File: src/hdl/bmrf_pkg.sv
// shared types, codes and constants of the banked matrix register file
package bmrf_pkg;

  // fixed geometry of the 256-bit layout
  localparam int BankGroups = 4;
  localparam int TileRegs   = 16;
  localparam int RowsPerReg = 8;
  localparam int TileBanks  = 2 * BankGroups;
  localparam int TileLines  = BankGroups * TileBanks * (TileRegs / BankGroups) * RowsPerReg;
  localparam int AccBanks   = 4;
  localparam int AccDepth   = BankGroups * AccBanks * (TileRegs * 2) * 2;
  localparam int AccAddrW   = $clog2(AccDepth);
  localparam int DefRowBytes = 32;

  // request kinds
  localparam logic [2:0] KIND_TILE_WR  = 3'd0;
  localparam logic [2:0] KIND_TILE_RD  = 3'd1;
  localparam logic [2:0] KIND_ACC_WR   = 3'd2;
  localparam logic [2:0] KIND_ACC_RD   = 3'd3;
  localparam logic [2:0] KIND_CLAIM_WP = 3'd4;
  localparam logic [2:0] KIND_CLAIM_RP = 3'd5;
  localparam logic [2:0] KIND_FREE_WP  = 3'd6;
  localparam logic [2:0] KIND_FREE_RP  = 3'd7;

  // result status codes
  localparam logic [1:0] ST_OK      = 2'd0;
  localparam logic [1:0] ST_BUSY    = 2'd1;
  localparam logic [1:0] ST_BAD_REG = 2'd2;

  typedef struct packed {
    logic [2:0]  kind;
    logic [4:0]  reg_index;
    logic [1:0]  bank_index;
    logic [2:0]  row_index;
    logic [4:0]  offset;
    logic [31:0] write_data;
  } req_t;

  typedef struct packed {
    logic [31:0] read_data;
    logic [1:0]  status;
  } rsp_t;

  // decoded control from the address map
  typedef struct packed {
    logic       tile_we;
    logic       tile_rd;
    logic       acc_we;
    logic       acc_rd;
    logic       bad_reg;
    logic       flag_op;
    logic       flag_release;
    logic       flag_read_port;
    logic [1:0] flag_group;
  } ctl_t;

endpackage

File: src/hdl/bmrf_map.sv
// register, bank, row and offset to physical address mapping and request decode
module bmrf_map import bmrf_pkg::*; #(
  parameter int ROW_BYTES = DefRowBytes
) (
  input  logic                                   fire,
  input  req_t                                   request,
  output ctl_t                                   ctl,
  output logic [$clog2(TileLines*ROW_BYTES)-1:0] tile_addr,
  output logic [AccAddrW-1:0]                    acc_addr
);

  localparam int TAddrW = $clog2(TileLines * ROW_BYTES);
  localparam int ByteW  = $clog2(ROW_BYTES);
  localparam logic [6:0] RowBytesC = 7'(ROW_BYTES);

  logic       is_tile;
  logic [1:0] tgroup;
  logic [2:0] tbank;
  logic [4:0] tentry;
  logic [6:0] byte_sel;
  logic [1:0] agroup;
  logic [9:0] tline;

  always_comb begin
    is_tile = ~request.reg_index[4];
    tgroup  = request.reg_index[1:0];
    tbank   = {1'b0, request.bank_index} + {1'b0, request.reg_index[3:2]};
    tentry  = {request.reg_index[3:2], request.row_index};
    tline   = {tgroup, tbank, tentry};

    // offset wraps modulo the row size for rows of at least 7 bytes: at most four subtractions for a 5-bit offset
    byte_sel = {2'b00, request.offset};
    for (int i = 0; i < 4; i++) begin
      if (byte_sel >= RowBytesC) begin
        byte_sel = byte_sel - RowBytesC;
      end
    end

    tile_addr = TAddrW'(TAddrW'(tline) * TAddrW'(ROW_BYTES)) + TAddrW'(byte_sel[ByteW-1:0]);

    agroup   = request.reg_index[1:0] + request.row_index[1:0];
    acc_addr = {agroup, request.bank_index, request.reg_index[3:0],
                request.row_index[2], request.offset[0]};

    ctl = '0;
    ctl.tile_we        = fire && request.kind == KIND_TILE_WR && is_tile;
    ctl.tile_rd        = fire && request.kind == KIND_TILE_RD && is_tile;
    ctl.acc_we         = fire && request.kind == KIND_ACC_WR && !is_tile;
    ctl.acc_rd         = fire && request.kind == KIND_ACC_RD && !is_tile;
    ctl.bad_reg        = !request.kind[2] && (request.kind[1] != request.reg_index[4]);
    ctl.flag_op        = fire && request.kind[2];
    ctl.flag_release   = request.kind[1];
    ctl.flag_read_port = request.kind[0];
    ctl.flag_group     = is_tile ? tgroup : agroup;
  end

endmodule

File: config.mk
export PLATFORM = sky130hd
export DESIGN_NAME = bmrf_map
export DESIGN_NICKNAME = d
export VERILOG_FILES = /design/src/hdl/bmrf_pkg.sv /design/src/hdl/bmrf_map.sv
export SDC_FILE = /design/constraint.sdc
export NUM_CORES = 1
export LEC_CHECK = 0
export BUFFER_PORTS_ARGS = -buffer_cell sky130_fd_sc_hd__buf_4
export CAP_MARGIN = 20
export CORE_AREA = 2 2 43 45
export DETAILED_ROUTE_END_ITERATION = 7
export DIE_AREA = 0 0 45 47
export PLACE_DENSITY = 0.78
export REMOVE_ABC_BUFFERS = 1
export SLEW_MARGIN = 10
export SYNTH_ARGS = -nofsm -noshare
export SYNTH_HDL_FRONTEND = slang
export SYNTH_SLANG_ARGS = --single-unit
export TNS_END_PERCENT = 5
File: constraint.sdc
create_clock -name vclk -period 1.2
set_input_delay 0.18 -clock vclk [all_inputs]
set_output_delay 0.18 -clock vclk [all_outputs]
set_load 0.005 [all_outputs]
* Yosys cells after proc, flatten, opt, wreduce, memory -nomap -nowiden
Index checks and enable logic that the tools add are counted.
** Word-level totals
- Bits in registers :: 0
- Output and inout port bits :: 35
** Cells by class
- Add/subtract/negate cells :: 3
- Equal/unequal tests :: 4
- Multiplexer cells :: 1
- Bitwise gates (word level) :: 1
- Reduce and logical (&&, ||, !) cells :: 12
** Operator list (count)
- adder 15 x 5 -> 15 bit :: 1
- logical AND 1 bit :: 10
- equality test 3 x 2 -> 1 bit, second input constant :: 2
- adder 2 x 2 -> 3 bit :: 1
- equality test 3 x 1 -> 1 bit, second input constant :: 1
- zero test 3 bit :: 1
- adder 2 bit :: 1
- two-way mux 2 bit :: 1
- zero test 1 bit :: 1
- != test 1 bit :: 1
- NOT 1 bit :: 1

* Logic depth before layout (Yosys ltp)
- Depth after elaboration :: 3
- Depth in mapped cells :: 4
- Gate-level depth less buffers :: 4

* Worst setup path after synthesis
No wires, ideal clock.
- Kind :: input port to output port
- Start :: in request[40] (netlist bit)
- End :: out tile_addr[11]
- Arrival time :: 0.868 ns
- Required time :: 1.020 ns
- Slack :: 0.152 ns
- Stages on the path :: 4
- Path buffers :: 0
- Path through :: ha_1 inv_1 fa_1 inv_1
** On the way
- Cells in the longest elaborated chain, start to end :: 2
** RTL lines
- start: declaration :: line bmrf_map.sv:6 : input req_t request,
- adder 2 x 2 -> 3 bit :: line bmrf_map.sv:27 : tbank = {1'b0, request.bank_index} + {1'b0, request.reg_index[3:2]};
- adder 15 x 5 -> 15 bit :: line bmrf_map.sv:39 : tile_addr = TAddrW'(TAddrW'(tline) * TAddrW'(ROW_BYTES)) + TAddrW'(byte_sel[ByteW-1:0]);
- end: declaration :: line bmrf_map.sv:8 : output logic [$clog2(TileLines*ROW_BYTES)-1:0] tile_addr,
Every way passes these cells.

* Worst setup path after layout
Ends and elaborated chain as after synthesis.

==> reports/qor.csv <==
stage,metric,value,unit
timing,tightest_slew,0.159,ns
worst_setup_path,cp.arrival,1.03,ns
timing,slew_violations,0,
final_layout,nets,122,
placed_design,port_buffers,40,
synth,yosys-top-cells-count,"22 x buf_4, 5 x inv_1, 3 x nor2_1, 3 x xnor2_1, 2 x ha_1",
worst_setup_path,required,1.02,ns
worst_setup_path,crit_fanout,2,
grt,grt-ovfl-total,0,
route,routed_wl,981,um
synth,yosysMostFrequentCell,buf_4,
final_layout,syn2layout_area_growth,72.8,%
synth,yosysSeqAreaShare,0,
timing,post-route-period-util,1.01,
die,core,1650,sq um
die,die_w,45,um
final_layout,fin_cells,83,
synth,netlist_instances,45,
synth,synth_top_cell_by_area,buf_4,
route,drc,0,
die,start_util,0.203,
synth,syn_area,335,sq um
synth,ys_types,15,
timing,period_needed,1.21,ns
die,io_pins,86,
worst_setup_path,worstSetupPathType,in -> out,
timing,rsz0062_at_grt,yes,
timing,setup-violations-final,1,
grt,gr-usage-all-layers,0.0827,
placed_design,dp_hpwl,878,um
synth,yosys-top-cells-area,"buf_4 49%, xnor2_1 7.8%, ha_1 7.5%, fa_1 6.0%, inv_1 5.6%",
job,timing.max_cap.violations,0,
final_layout,seq_area,0,sq um
power,powerDensity,395,nW/um^2
route,vias,340,
synth,ys_warn_count,0,
final_layout,fill_cells,168,
synth,yosysTopAreaCellShare,0.493,
route,firstDrtPassIters,4,
timing,fmax,826,MHz
route,vias_per_cell,4.10,
grt,grt_max_degree,7,
placed_design,dp_slack,-0.0994,ns
run_status,violations,negative setup slack,
die,std_cell_rows,15,
power,total_power,229,uW
timing,finalHoldViolCount,0,
timing,slew_headroom,0.893,
worst_setup_path,cp-end-kind,output pin,
min_path,min_from,request[33],
synth,syn_avg_cell_area,7.45,sq um
final_layout,n_clock_buffer,0,
die,die_area,2120,sq um
route,wire_per_inst,11.8,um
final_layout,seq_cells,0,
grt,antenna_found_initial,0,
worst_setup_path,startpoint,request[40],
min_path,hp-class,in -> out,
placed_design,dp_cells,83,
run_status,status,"complete, but fails checks",
grt,first_global_vias,280,
timing,layout_setup_ws,-0.00999,ns
route,drt-initial-drc-count,1,
power,leakagePower,0.000305,uW
grt,grt_first_pass_wirelength,1280,um
placed_design,gp_congestion,0.636,
final_layout,insertedDiodeCount,0,
route,antenna_left,0,
power,ir_worst_vdd,0.0954,mV
worst_setup_path,cp-start-kind,primary input,
final_layout,drive_gt1_frac,0.773,
die,fp.dieH,47,um
final_layout,multi_input_area,198,sq um
[layout make-up]
| cell class | count | area share |
|---|---|---|
| inverters | 5 | 0.0324 |
| well taps | 17 | 0.0367 |
| multi-input cells | 18 | 0.341 |
| repair buffers | 43 | 0.590 |
[layer usage]
layer	vias to the layer above	wire length [um]	global-route usage
met5	-	0	0
met4	0	0	0
met3	0	244	0.0500
met2	42	535	0.189
met1	139	200	0.0571
li1	159	-	-
[metrics by stage]
step | TNS [ns] | area (sq um) | hold slack (ns) | utilization
3_5_place_dp | -0.151 | 514 | 0.360 | 0.311
5_1_grt | -0.0648 | 579 | 0.360 | 0.351
2_1_floorplan | 0 | 170 | 0.360 | -
4_1_cts | -0.0443 | 562 | 0.360 | 0.340
3_3_place_gp | -0.129 | 514 | 0.360 | 0.311
6_report | -0.00999 | 579 | 0.360 | 0.351
[worst max-delay path: stages]
cell and delay, ns:
buf_8 0.10, ha_4 0.15, inv_2 0.04, fa_1 0.40, inv_1 0.08, buf_6 0.09
[repair_timing]
item | in CTS | in global routing
hold buffers | 0 | 0
resized for setup | 10 | 3
setup buffers | 0 | 0
endpoints found under the setup margin | 2 | 2
pin swaps | 3 | 3
[final timing paths]
| check | end | slack, ns | depth (start not counted) |
|---|---|---|---|
| worst max-delay path | tile_addr[11] | -0.01 | 6 |
| worst min-delay path | tile_addr[1] | 0.36 | 0 |
[cells in the final DEF (no fill, tap or decap)]
cell       n
and2_2     1
buf_4     40
buf_6      1
buf_8      2
fa_1       1
ha_4       2
inv_1      4
inv_2      1
mux2_2     1
nand2_1    1
nand3b_1   1
nor2_1     3
nor2b_2    1
nor3_1     1
nor3_2     1
or3b_1     1
xnor2_1    2
xnor2_4    1
xor2_1     1
[report_power, final]
part | switching, uW | total (uW) | internal, uW | leakage, uW
Clock | 0 | 0 | 0 | 0
Sequential | 0 | 0 | 0 | 0
Combinational | 80.9 | 229 | 148 | 0.000305
Total | 80.9 | 229 | 148 | 0.000305
[kinds of logic (layout without fill, tap and decap cells)]
family,after synthesis,after routing,share of synthesized area
buffers and inverters,27,48,0.549
and+or+nand+nor,10,10,0.179
xor gates and xnor gates,4,4,0.104
adders and majority gates,3,3,0.134
muxes,1,1,0.0336
Power figures use the tool's default switching activity.
