`src/hdl/bmrf_pkg.sv`:
```
// shared types, codes and constants of the banked matrix register file
package bmrf_pkg;

  // fixed geometry of the 256-bit layout
  localparam int BankGroups = 4;
  localparam int TileRegs   = 16;
  localparam int RowsPerReg = 8;
  localparam int TileBanks  = 2 * BankGroups;
  localparam int TileLines  = BankGroups * TileBanks * (TileRegs / BankGroups) * RowsPerReg;
  localparam int AccBanks   = 4;
  localparam int AccDepth   = BankGroups * AccBanks * (TileRegs * 2) * 2;
  localparam int AccAddrW   = $clog2(AccDepth);
  localparam int DefRowBytes = 32;

  // request kinds
  localparam logic [2:0] KIND_TILE_WR  = 3'd0;
  localparam logic [2:0] KIND_TILE_RD  = 3'd1;
  localparam logic [2:0] KIND_ACC_WR   = 3'd2;
  localparam logic [2:0] KIND_ACC_RD   = 3'd3;
  localparam logic [2:0] KIND_CLAIM_WP = 3'd4;
  localparam logic [2:0] KIND_CLAIM_RP = 3'd5;
  localparam logic [2:0] KIND_FREE_WP  = 3'd6;
  localparam logic [2:0] KIND_FREE_RP  = 3'd7;

  // result status codes
  localparam logic [1:0] ST_OK      = 2'd0;
  localparam logic [1:0] ST_BUSY    = 2'd1;
  localparam logic [1:0] ST_BAD_REG = 2'd2;

  typedef struct packed {
    logic [2:0]  kind;
    logic [4:0]  reg_index;
    logic [1:0]  bank_index;
    logic [2:0]  row_index;
    logic [4:0]  offset;
    logic [31:0] write_data;
  } req_t;

  typedef struct packed {
    logic [31:0] read_data;
    logic [1:0]  status;
  } rsp_t;

  // decoded control from the address map
  typedef struct packed {
    logic       tile_we;
    logic       tile_rd;
    logic       acc_we;
    logic       acc_rd;
    logic       bad_reg;
    logic       flag_op;
    logic       flag_release;
    logic       flag_read_port;
    logic [1:0] flag_group;
  } ctl_t;

endpackage

```
`src/hdl/bmrf_flags.sv`:
```
// per bank group write-port and read-port busy flags
module bmrf_flags import bmrf_pkg::*; (
  input  logic       clk,
  input  logic       rst,
  input  ctl_t       ctl,
  output logic [1:0] flag_status
);

  logic [BankGroups-1:0] write_port_busy;
  logic [BankGroups-1:0] read_port_busy;
  logic [BankGroups-1:0] sel;
  logic                  taken;

  always_comb begin
    sel   = BankGroups'(1) << ctl.flag_group;
    taken = ctl.flag_read_port ? |(read_port_busy & sel) : |(write_port_busy & sel);
    flag_status = (!ctl.flag_release && taken) ? ST_BUSY : ST_OK;
  end

  always_ff @(posedge clk) begin
    if (rst) begin
      write_port_busy <= '0;
      read_port_busy  <= '0;
    end else if (ctl.flag_op) begin
      if (ctl.flag_read_port) begin
        read_port_busy <= ctl.flag_release ? (read_port_busy & ~sel) : (read_port_busy | sel);
      end else begin
        write_port_busy <= ctl.flag_release ? (write_port_busy & ~sel) : (write_port_busy | sel);
      end
    end
  end

endmodule

```
`config.mk`:
```
export PLATFORM = sky130hd
export DESIGN_NAME = bmrf_flags
export DESIGN_NICKNAME = d
export VERILOG_FILES = /design/src/hdl/bmrf_pkg.sv /design/src/hdl/bmrf_flags.sv
export SDC_FILE = /design/constraint.sdc
export NUM_CORES = 1
export LEC_CHECK = 0
export BUFFER_PORTS_ARGS = -buffer_cell sky130_fd_sc_hd__buf_4
export CAP_MARGIN = 5
export CORE_MARGIN = 2
export CORE_UTILIZATION = 30
export CTS_BUF_LIST = sky130_fd_sc_hd__clkbuf_4 sky130_fd_sc_hd__clkbuf_8
export DETAILED_ROUTE_END_ITERATION = 12
export GPL_ROUTABILITY_DRIVEN = 1
export PLACE_DENSITY = 0.61
export SLEW_MARGIN = 30
export SYNTH_ARGS = -nofsm -noshare
export SYNTH_HDL_FRONTEND = slang
export SYNTH_SLANG_ARGS = --single-unit
export TNS_END_PERCENT = 30
```
`constraint.sdc`:
```
create_clock -name clk -period 4.2 [get_ports clk]
set_input_delay 1.05 -clock clk [delete_from_list [all_inputs] [get_ports clk]]
set_output_delay 1.05 -clock clk [all_outputs]
set_load 0.005 [all_outputs]
```
# Yosys cells after proc, flatten, opt, wreduce, memory -nomap -nowiden
# Cells that the tools add are included.
# word_totals
input_bits	12
wordCells	21
romBits	0
latchBits	0
n_memories	0
ff_bits	8
ramBits	0
out_inout_bits	2
# classes
eq_ne	0
multipliers	0
reduce_logical	6
n_addsub	0
div_mod_pow	0
bitwise	8
magnitude_cmp	0
n_shift	1
n_mux	4
# ops
cell	n
AND 4 bit	4
two-way mux 4 bit	2
bitwise OR 4 bit	2
OR reduction 4 bit	2
inverter 4 bit	1
AND reduction 2 bit	2
<< shifter 1 x 2 -> 4 bit (first input constant)	1
two-way mux 1 bit	2
logical AND 1 bit	1
zero test 1 bit	1
inverter 1 bit	1

# Depth between registers and ports, before layout
# depth
depth_word	6
mapped_depth	4

# Worst setup path before layout
# Ideal clock, no wire load.
# synth_path
kind	input to output
from	input ctl[0] (netlist name)
to	output flag_status[0]
path_slack_ns	1.284
t_arrival_ns	1.866
required_time_ns	3.150
stages	4
cell_sequence	buf_6 mux4_1 mux2i_1 nor2_1
# synth_between
elab_chain_cells	6
word_cells_on_any_way	8
# synth_lines
element	line_no	source
from (decl)	bmrf_flags.sv:5	input ctl_t ctl,
<< shifter 1 x 2 -> 4 bit (*)	bmrf_flags.sv:15	sel = BankGroups'(1) << ctl.flag_group;
AND 4 bit	bmrf_flags.sv:16	taken = ctl.flag_read_port ? |(read_port_busy & sel) : |(write_port_busy & sel);
OR reduction 4 bit	bmrf_flags.sv:16	
two-way mux 1 bit (*)	bmrf_flags.sv:16	
logical AND 1 bit (*)	bmrf_flags.sv:17	flag_status = (!ctl.flag_release && taken) ? ST_BUSY : ST_OK;
two-way mux 1 bit (*)	bmrf_flags.sv:17	
to (decl)	bmrf_flags.sv:6	output logic [1:0] flag_status
# Mark *: on every way between the ends. The rest lies on a longest branch, timed or not.

# Worst setup path in the final report
# Ends and elaborated chain as after synthesis.

==> out/metrics.sh <==
CTS.REPAIR.RESIZED=0
PLACE.GP.CONGESTION=0.723
SYN_AVG_CELL_AREA_SQ_UM=9.98
PORT-BUFFER-COUNT=7
MIN-DELAY-PATH-CLASS='reg2reg'
CTSHOLDBUFFERS=0
ANTENNA_VIOLATIONS_BEFORE_REPAIR=0
NUMCTSBUFFERS=3
ACHIEVABLE-FREQUENCY_MHz=321
AREA.GROWTH.SYNTH_TO_FINAL_PCT=12.5
DETAIL_ROUTE.DRC_VIOLATIONS=0
DRTPASS1ITERATIONS=4
DRV_CAP=0
FIRST_ITER_VIOLATIONS=7
WORST_PATH_MOST_REPEATED_CELL='sky130_fd_sc_hd__buf_4'
MAPPEDNETLISTAREA_SQ_UM=429
SYNTHESIS.INSTANCES=43
CLOCK-SKEW-FINAL_PS=0
CTS_MAX_LEVEL=1
GLOBAL_ROUTE.PEAK_USAGE_LAYER='met2'
MIN_PERIOD_OVER_PERIOD_PCT=74.2
CRITPATHMAXSTAGEDELAY_PS=560
GRT_UTIL_MET2_PCT=14.1
NETS=60
RSZ_0062_RAISED_AFTER_GLOBAL_ROUTING='no'
WORST_EP_REQUIRED_TIME_PS=3150
RUN_STATUS='finished, final reports clean'
CRIT_ARRIVAL_PS=2070
GLOBALROUTETOTALUTIL_PCT=11.1
WORSTSETUPPATHTYPE='in2out'
SYNTH_SEQ_AREA_SHARE_PCT=37.3
DP_WORST_SETUP_SLACK_PS=1080
GRT_PASS1_WL_UM=1400
COMMONEST_CELLS_AFTER_ROUTING_FILL_AND_TAPS_ASIDE='8 x sky130_fd_sc_hd__dfxtp_1, 7 x sky130_fd_sc_hd__buf_4, 6 x sky130_fd_sc_hd__a21oi_1, 6 x sky130_fd_sc_hd__a311oi_1, 3 x sky130_fd_sc_hd__clkbuf_4'
SYNTH.LIB_CELLS_USED.DISTINCT=19
PLACED_CELLS_INCL_TAPS=58
GROUTE.LAYER.MET1.USAGE_PCT=14.0
POWER_PER_CELL_AREA_nW_PER_UM2=332
CLK_ROOT_BUFFER_CELL='sky130_fd_sc_hd__clkbuf_4'
CHIPWIDTH_UM=41.8
TRITONCTS_CLOCK_TREE='built'
WIRE_PER_INST_UM=13.8
FIRST_GLOBAL_VIAS=303
DP_HPWL_UM=588
FINAL-HOLD-VIOLATION-COUNT=0
CTS_MAX_PATH_BUFFERS=2
CRITICAL_PATH_FANOUTS_MAX=9
FINAL-SETUP-VIOL-COUNT=0
FIN_CELLS=61
PLACEMENT_ROWS=13
AVGVIACOUNTPERCELL=5.57
SYNTHESIZED_NETLIST_NET_COUNT=55
DRTANTENNAVIOLNETS=0
REPORTED_LEAKAGE_POWER_nW=0.183
IR_WORST_VDD_V=0.000201
FINAL-MAX-SLEW-VIOLATION-COUNT=0
GRT_OVERFLOW=0
POST-ROUTE-WORST-SETUP-SLACK_PS=1080
INITIAL_UTILIZATION_PCT=32.6
POSTCTSSETUPREPAIRBUFS=0
DIEAREA_SQ_UM=1750
GRT_MAX_DEGREE=10
FINAL_COMMON_CELL='sky130_fd_sc_hd__dfxtp_1'
DRIVE_ABOVE_1_SHARE_PCT=30.4
NUM_IO_PINS=14
SYNTHESIS.YOSYS.WARNINGS=0
SETUP.WORST_PATH.END_CLASS='output port'
REGISTER_BIT_TOTAL_FROM_SYNTHESIS=8
CRIT_FAMILY='multiplexers'
CLOCK_LATENCY_PS=250
TRITONCTS_NUM_SINKS=8
CRITPATHLAUNCHTYPE='primary input'
FINALWIRELENGTH_UM=843
CRIT_PATH_CELL_TRACE='buf_4 -> mux4_1 -> mux2i_1 -> nor2_1 -> buf_4'
CRITPATHSLOWESTCELL='sky130_fd_sc_hd__mux4_1'
CLK_PIN_SLEW_WORST_PATHS_PS=60
FIN_CRIT_PS=3120
NUM_VIAS=340
ANTENNA_CELLS_INSERTED=0
GROUTE.LAYER.MET3.USAGE_PCT=8.70
PATH_BUF_INV=2
FLOORPLAN.CORE_AREA_SQ_UM=1320
Y_DIMENSION_OF_THE_DIE_UM=41.8
TIMING.SETUP.TNS_PS=0
[routing by layer]
| layer | part of all wire (%) | vias up | routed length (um) |
|---|---|---|---|
| met1 | 49 | 151 | 414 |
| li1 | - | 173 | - |
| met5 | 0 | - | 0 |
| met2 | 42 | 16 | 352 |
| met4 | 0 | 0 | 0 |
| met3 | 9.1 | 0 | 77 |
[final cells by class]
cell class | instances | area [sq um]
well taps | 15 | 18.8
clock buffers | 3 | 22.5
repair buffers | 7 | 52.6
fillers | 134 | 835
flip-flops and latches | 8 | 160
multi-input cells | 28 | 229
[Yosys cell counts, drive strengths merged]
cell    count  area share (%)
conb        1            0.87
dfxtp       8              37
nor2b       2             3.5
a31oi       2             2.9
mux2i       1             2.3
and2b       1             2.0
a311oi      6              12
nor2        2             1.7
buf         3             5.2
mux4        2              12
nor3        2             2.3
clkbuf      4             4.1
a21oi       6             7.0
and2        1             1.5
and4        2             4.7
[through the flow]
step                      hold WS, ps  instance area [sq um]  util [%]  total power (W)
after floorplan                   488                    429         -        0.0000979
after global placement            505                    460      34.9         0.000103
after detailed placement          511                    460      34.9         0.000103
after CTS                         516                    483      36.7         0.000165
after global routing              540                    483      36.7         0.000172
final                             514                    483      36.7         0.000160
[worst register-to-register path: cells and delay by family (launching register included)]
kind            cells  cell delay, ps
flops               1             330
compound gates      2             280
[power by group]
group | switching (W) | internal [W]
logic | 0.0000114 | 0.0000102
clock network | 0.0000262 | 0.0000327
registers | 0.00000126 | 0.0000786
total | 0.0000388 | 0.000122
[logic make-up (layout without fill, tap and decap cells)]
family          after synthesis  in the layout  synth area share [%]
other cells                   1              1                 0.874
compound gates               14             14                  22.2
simple gates                 10             10                  15.7
mux                           3              3                  14.6
buf+inv                       7             10                  9.33
flops                         8              8                  37.3
[final timing paths]
path	slack (ps)	to	cells after the start	from
max	1080	flag_status[0]	5	ctl[0]
min	510	register	2	register
max reg2reg	3500	register	2	register
min reg2reg	510	register	2	register
Power figures use the tool's default switching activity.
